## src/design/pfp_pkg.sv

```systemverilog
`timescale 1ns / 1ps
// Shared types, constants and the entry training function of the prefetch predictor.
// No dependencies; used by the controller, the datapath and the top level.
package pfp_pkg;

  localparam int unsigned RID_W      = 32;
  localparam int unsigned PC_W       = 32;
  localparam int unsigned TID_W      = 5;
  localparam int unsigned PAGE_W     = 48;
  localparam int unsigned CTR_W      = 3;
  localparam int unsigned SHIFT_W    = 3;
  localparam int unsigned S_TDATA_W  = 120;
  localparam int unsigned M_TDATA_W  = 8;
  localparam int unsigned APB_ADDR_W = 3;
  localparam int unsigned APB_DATA_W = 32;
  localparam int unsigned REG_IDX_W  = 1;

  localparam logic [REG_IDX_W-1:0] REG_SUPERPAGE_SHIFT = 1'b0;

  localparam logic [RID_W-1:0]   RID_RESET     = 32'd1;
  localparam logic [SHIFT_W-1:0] SHIFT_RESET   = 3'd2;
  localparam logic [CTR_W-1:0]   CTR_MAX       = 3'd7;
  localparam logic [CTR_W-1:0]   CTR_THRESHOLD = 3'd3;

  typedef struct packed {
    logic              valid;
    logic [PAGE_W-1:0] page;
    logic [CTR_W-1:0]  ctr;
  } entry_t;

  localparam int unsigned ENTRY_W = $bits(entry_t);

  typedef struct packed {
    entry_t ent;
    logic   hit;
  } train_t;

  typedef struct packed {
    logic load;
    logic mul;
    logic rem;
    logic commit;
    logic clear;
  } cmd_t;

  typedef struct packed {
    logic clr_last;
  } status_t;

  function automatic train_t train_entry(entry_t cur, logic [PAGE_W-1:0] page,
                                         logic [SHIFT_W-1:0] sh);
    train_t res;
    res.ent.valid = 1'b1;
    res.ent.page  = page;
    if (!cur.valid) begin
      res.ent.ctr = '0;
      res.hit     = 1'b0;
    end else begin
      if ((cur.page >> sh) == (page >> sh)) begin
        res.ent.ctr = (cur.ctr == CTR_MAX) ? cur.ctr : cur.ctr + CTR_W'(1);
      end else begin
        res.ent.ctr = (cur.ctr == '0) ? cur.ctr : cur.ctr - CTR_W'(1);
      end
      res.hit = (res.ent.ctr > CTR_THRESHOLD);
    end
    return res;
  endfunction

endpackage

```

## src/design/pfp_ctrl.sv

```systemverilog
`timescale 1ns / 1ps
// Controller of the prefetch predictor: clearing pass, per-request sequence, output valid.
// Depends on pfp_pkg.
module pfp_ctrl (
  input  logic             clk_i,
  input  logic             rst_ni,
  input  logic             s_tvalid_i,
  input  logic             m_tready_i,
  input  pfp_pkg::status_t status_i,
  output logic             s_tready_o,
  output logic             m_tvalid_o,
  output pfp_pkg::cmd_t    cmd_o
);

  typedef enum logic [2:0] {
    S_CLEAR,
    S_IDLE,
    S_MUL,
    S_REM,
    S_READ,
    S_UPDATE
  } state_e;

  state_e state_q;
  logic   m_tvalid_q;
  logic   out_free;

  assign out_free = !m_tvalid_q || m_tready_i;

  always_comb begin
    cmd_o        = '0;
    cmd_o.clear  = (state_q == S_CLEAR);
    cmd_o.load   = (state_q == S_IDLE) && s_tvalid_i;
    cmd_o.mul    = (state_q == S_MUL);
    cmd_o.rem    = (state_q == S_REM);
    cmd_o.commit = (state_q == S_UPDATE) && out_free;
  end

  always_ff @(posedge clk_i or negedge rst_ni) begin
    if (!rst_ni) begin
      state_q    <= S_CLEAR;
      m_tvalid_q <= 1'b0;
    end else begin
      unique case (state_q)
        S_CLEAR: begin
          if (status_i.clr_last) begin
            state_q <= S_IDLE;
          end
        end
        S_IDLE: begin
          if (s_tvalid_i) begin
            state_q <= S_MUL;
          end
        end
        S_MUL:  state_q <= S_REM;
        S_REM:  state_q <= S_READ;
        S_READ: state_q <= S_UPDATE;
        S_UPDATE: begin
          if (out_free) begin
            state_q <= S_IDLE;
          end
        end
        default: state_q <= S_CLEAR;
      endcase
      if (cmd_o.commit) begin
        m_tvalid_q <= 1'b1;
      end else if (m_tready_i) begin
        m_tvalid_q <= 1'b0;
      end
    end
  end

  assign s_tready_o = (state_q == S_IDLE);
  assign m_tvalid_o = m_tvalid_q;

endmodule

```

## config.mk

```make
export PLATFORM = sky130hd
export DESIGN_NAME = pfp_ctrl
export DESIGN_NICKNAME = d
export VERILOG_FILES = /design/src/design/pfp_pkg.sv /design/src/design/pfp_ctrl.sv
export SDC_FILE = /design/constraint.sdc
export NUM_CORES = 1
export LEC_CHECK = 0
export ABC_AREA = 1
export BUFFER_PORTS_ARGS = -buffer_cell sky130_fd_sc_hd__buf_2
export CAP_MARGIN = 20
export CORE_AREA = 4 4 41 43
export DETAILED_ROUTE_END_ITERATION = 8
export DIE_AREA = 0 0 45 47
export SLEW_MARGIN = 5
export SYNTH_ARGS = -nofsm -noshare
export SYNTH_HDL_FRONTEND = slang
export SYNTH_SLANG_ARGS = --single-unit
```

## constraint.sdc

```tcl
create_clock -name clk_i -period 1.1 [get_ports clk_i]
set_input_delay 0.165 -clock clk_i [delete_from_list [all_inputs] [get_ports clk_i]]
set_output_delay 0.165 -clock clk_i [all_outputs]
set_load 0.05 [all_outputs]
```

-- After elaboration in Yosys (flattened, before gate mapping)
Cells that the tools add are included.
Widths: inputs -> output; s select.
- input port bits: 5
- register bits after elaboration: 4
- logic and storage cells: 23
- output and inout port bits: 7
- reduce and logical (&&, ||, !) cells: 7
- equality and inequality tests: 8
- muxes and demuxes: 6
- operators with widths (kind ; number):
    $pmux 3 s6 ; 1
    $mux 3 ; 3
    $eq 3x2->1 const B ; 2
    $eq 3x3->1 const B ; 2
    $ne 2x2->1 const B ; 3
    $eq 3x1->1 const B ; 1
    $logic_not 3->1 ; 1
    $reduce_and 3->1 ; 1
    $logic_and 1x1->1 ; 2
    $mux 1 ; 2
    $reduce_bool 2->1 ; 1
    $logic_not 1->1 ; 1
    $logic_or 1x1->1 ; 1

-- Depth between registers and ports, before layout
- depth after elaboration: 4
- mapped depth: 6
- mapped depth without buffers: 6

-- Worst setup path after synthesis
Ideal clock, no wire load.
- kind: reg-to-output
- from: register m_tvalid_q (netlist: m_tvalid_o)
- to: output cmd_o[1] in the netlist's numbering
- buffers on the path: 0
- stages on the path, launching flop included: 4
- arrival: 1441 ps
- setup slack: -506 ps
- required time: 935 ps
- cell sequence: dfrtp_1 nand2_1 inv_1 nor2_1
- RTL lines (element ; RTL line ; text):
    start: declaration ; pfp_ctrl.sv:25 ; logic m_tvalid_q;
    start signal: assignment ; pfp_ctrl.sv:42 ; m_tvalid_q <= 1'b0;
    start signal: assignment ; pfp_ctrl.sv:66 ; m_tvalid_q <= 1'b1;
    start signal: assignment ; pfp_ctrl.sv:68 ; m_tvalid_q <= 1'b0;
    end: declaration ; pfp_ctrl.sv:12 ; output pfp_pkg::cmd_t cmd_o

==> impl_metrics.py <==
metrics = {
    "setup_path": {
        "required_ns": 0.94,
        "start_kind": "flip-flop",
        "worst_r2r_path_depth": 7,
        "worstPathArrival_ns": 1.14,
        "crit_type": "reg -> out",
        "endpoint_kind": "output pin",
        "crit_fanout": 6,
    },
    "clock_network": {
        "cts_tree": "yes",
        "cts.sinks": 4,
        "path_clk_slew_ns": 0.04,
        "cts_buffers": 3,
        "cts-root-buf": "clkbuf_4",
        "clock_path_buffers": 2,
        "h-tree-depth": 1,
        "clk_latency_ns": 0.24,
    },
    "sta": {
        "fmax_mhz": 766,
        "fin_worst_skew_ns": 0.00750,
        "relSlewSlack_pct": 83.2,
        "tns_ns": -1.27,
        "finalMaxSlewViolations": 0,
        "fin_crit_sh_pct": 119,
        "hold_viol_final": 0,
        "rsz0062_at_grt": "true",
        "period_minus_slack_ns": 1.30,
        "setup_viol": 9,
        "setup_slack_ns": -0.205,
        "tightest_slew_ns": 0.253,
    },
    "global_routing": {
        "grt_max_degree": 7,
        "grt_overflow": 0,
        "antenna_found_initial": 0,
        "grt_pass1_wl_um": 1440,
        "grt_pass1_vias": 363,
        "track_usage_pct": 10.3,
    },
    "yosys": {
        "synthArstFlopShare_pct": 100,
        "synthTopCellsByCount": "inv_1, nor2_1, nand2_1",
        "synth_fp_nets": 46,
        "synthesis.area_um2": 262,
        "synth_top_area_share_pct": 38.3,
        "ys_types": 13,
        "synth_edf_count": 0,
        "yosysTopAreaCell": "dfrtp_1",
        "synth_seq_area_share_pct": 38.3,
        "yosys-top-cells-area": "dfrtp_1, inv_1, nor2_1",
        "ys_warn_count": 0,
        "synth_flop_cell": "dfrtp_1",
        "synth_area_per_cell_um2": 6.38,
        "syn_inst": 41,
        "synth_seq_cells": 4,
    },
    "layout": {
        "final_util_pct": 48.3,
        "antennaDiodeCount": 0,
        "n_fill_cell": 137,
        "drive_gt1_share_pct": 70.0,
        "syn2layout_area_growth_pct": 140,
        "final_nets": 76,
    },
    "pwr": {
        "pwr-share-clk_pct": 9.3,
        "cellLeakagePower_nw": 0.317,
        "p_int_mw": 1.08,
        "power.density_nw_per_um2": 3460,
        "swShare_pct": 50.4,
        "totalPowerFinal_mw": 2.18,
        "irDropWorstVdd_v": 0.00138,
        "combPwrFrac_pct": 76.8,
        "switchingPower_mw": 1.10,
        "power_frac_seq_pct": 13.9,
    },
    "route": {
        "drc": 0,
        "routed_wl_um": 944,
        "vias_per_cell": 4.28,
        "wl_per_cell_um": 11.1,
        "drt_iter0_drc": 3,
        "first_pass_iters": 4,
        "detail-route-antenna-nets": 0,
        "num_vias": 364,
    },
    "die": {
        "die_area_um2": 2120,
        "start_util_pct": 20.1,
        "core_um2": 1300,
        "die_h_um": 47,
        "io_pins": 12,
        "die_x_um": 45,
        "fp-row-count": 13,
    },
    "place": {
        "pre_cts_slack_ns": -0.109,
        "io_buffers": 11,
        "routabilityCongestion": 0.798,
        "hpwl_um": 578,
    },
    "min_path": {
        "hp-class": "in -> reg",
        "hold_depth": 3,
    },
    "job": {
        "cap_violations": 0,
    },
    "status": {
        "violations": "setup timing",
        "status": "complete, but fails checks",
    },
}
==> routing by layer <==
layer  share of wire, %  track usage, %  vias up
met5                  0               0        -
met4                  0            8.77        0
met3                5.5            4.98        0
met2                 56            16.1       13
met1                 38            10.3      166
li1                   -               -      185
==> what timing repair did <==
action,in CTS,in global routing
setup endpoints to repair,7,8
hold buffers,1,0
setup buffers,3,3
resized for setup,24,18
pin swaps,4,8
endpoints found under the hold margin,4,0
==> registers in the layout, summed over array words and instances (netlist names) <==
register,flops
m_tvalid_o,1
state_q,3
==> area by class of cell <==
type | count | area (um2) | area share (%)
Clock buffer | 4 | 26.3 | 4.18
Inverter | 10 | 46.3 | 7.37
Multi-Input combinational cell | 27 | 203 | 32.3
Sequential cell | 4 | 104 | 16.5
Tap cell | 15 | 18.8 | 2.99
Timing Repair Buffer | 25 | 230 | 36.7
==> through the flow <==
stage | area, um2 | cells | hold slack (ns)
after CTS | 547 | 82 | 0.205
after global placement | 413 | 74 | -0.0248
after detailed placement | 413 | 74 | -0.0258
after global routing | 628 | 85 | 0.243
after floorplan | 287 | 41 | -0.131
final | 628 | 85 | 0.202
==> power by group through the flow <==
stage / clock [mW] / sequential [mW] / combinational, mW
after floorplan: 0 / 0.327 / 0.685
after global placement: 0 / 0.264 / 1.05
after CTS: 0.213 / 0.267 / 1.41
after detailed placement: 0 / 0.264 / 1.06
final: 0.203 / 0.303 / 1.67
after global routing: 0.233 / 0.312 / 1.78
==> final timing paths <==
path,startpoint,end,slack (ns)
setup / recovery,state_q[2],cmd_o[4],-0.20
hold / removal,status_i,state_q[0],0.20
setup reg to reg,state_q[0],state_q[0],-0.10
hold reg to reg,m_tvalid_o,m_tvalid_o,0.63
max in group asynchronous,rst_ni,state_q[0],0.70
min in group asynchronous,rst_ni,m_tvalid_o,0.26
==> critical path, cell delays in order (launching register included) <==
cell,delay (ns)
dfrtp_1,0.42
inv_4,0.14
nand3_4,0.11
nor2_4,0.09
buf_6,0.16
==> cell families (layout without fill, tap and decap cells) <==
family,count (synthesis),count (layout),share of synthesized area [%]
AND/OR/NAND/NOR,24,24,41.6
buffers and inverters,10,39,14.4
flip-flops,4,4,38.3
AO/OA/AOI/OAI,3,3,5.74
==> cells in the final DEF (no fill, tap or decap), types with 2 or more instances in the layout <==
cell type  Yosys  routed
nor2_1         9       3
dfrtp_2        0       3
nand3_4        0       2
inv_1          9       4
buf_8          0       4
clkbuf_4       0       3
inv_2          1       3
nor2_2         1       2
nor2_4         0       5
buf_4          0       9
inv_4          0       2
nand2_1        8       6
buf_2          0       5
buf_6          0       6
Note: power is estimated with default switching activity, not from simulation.
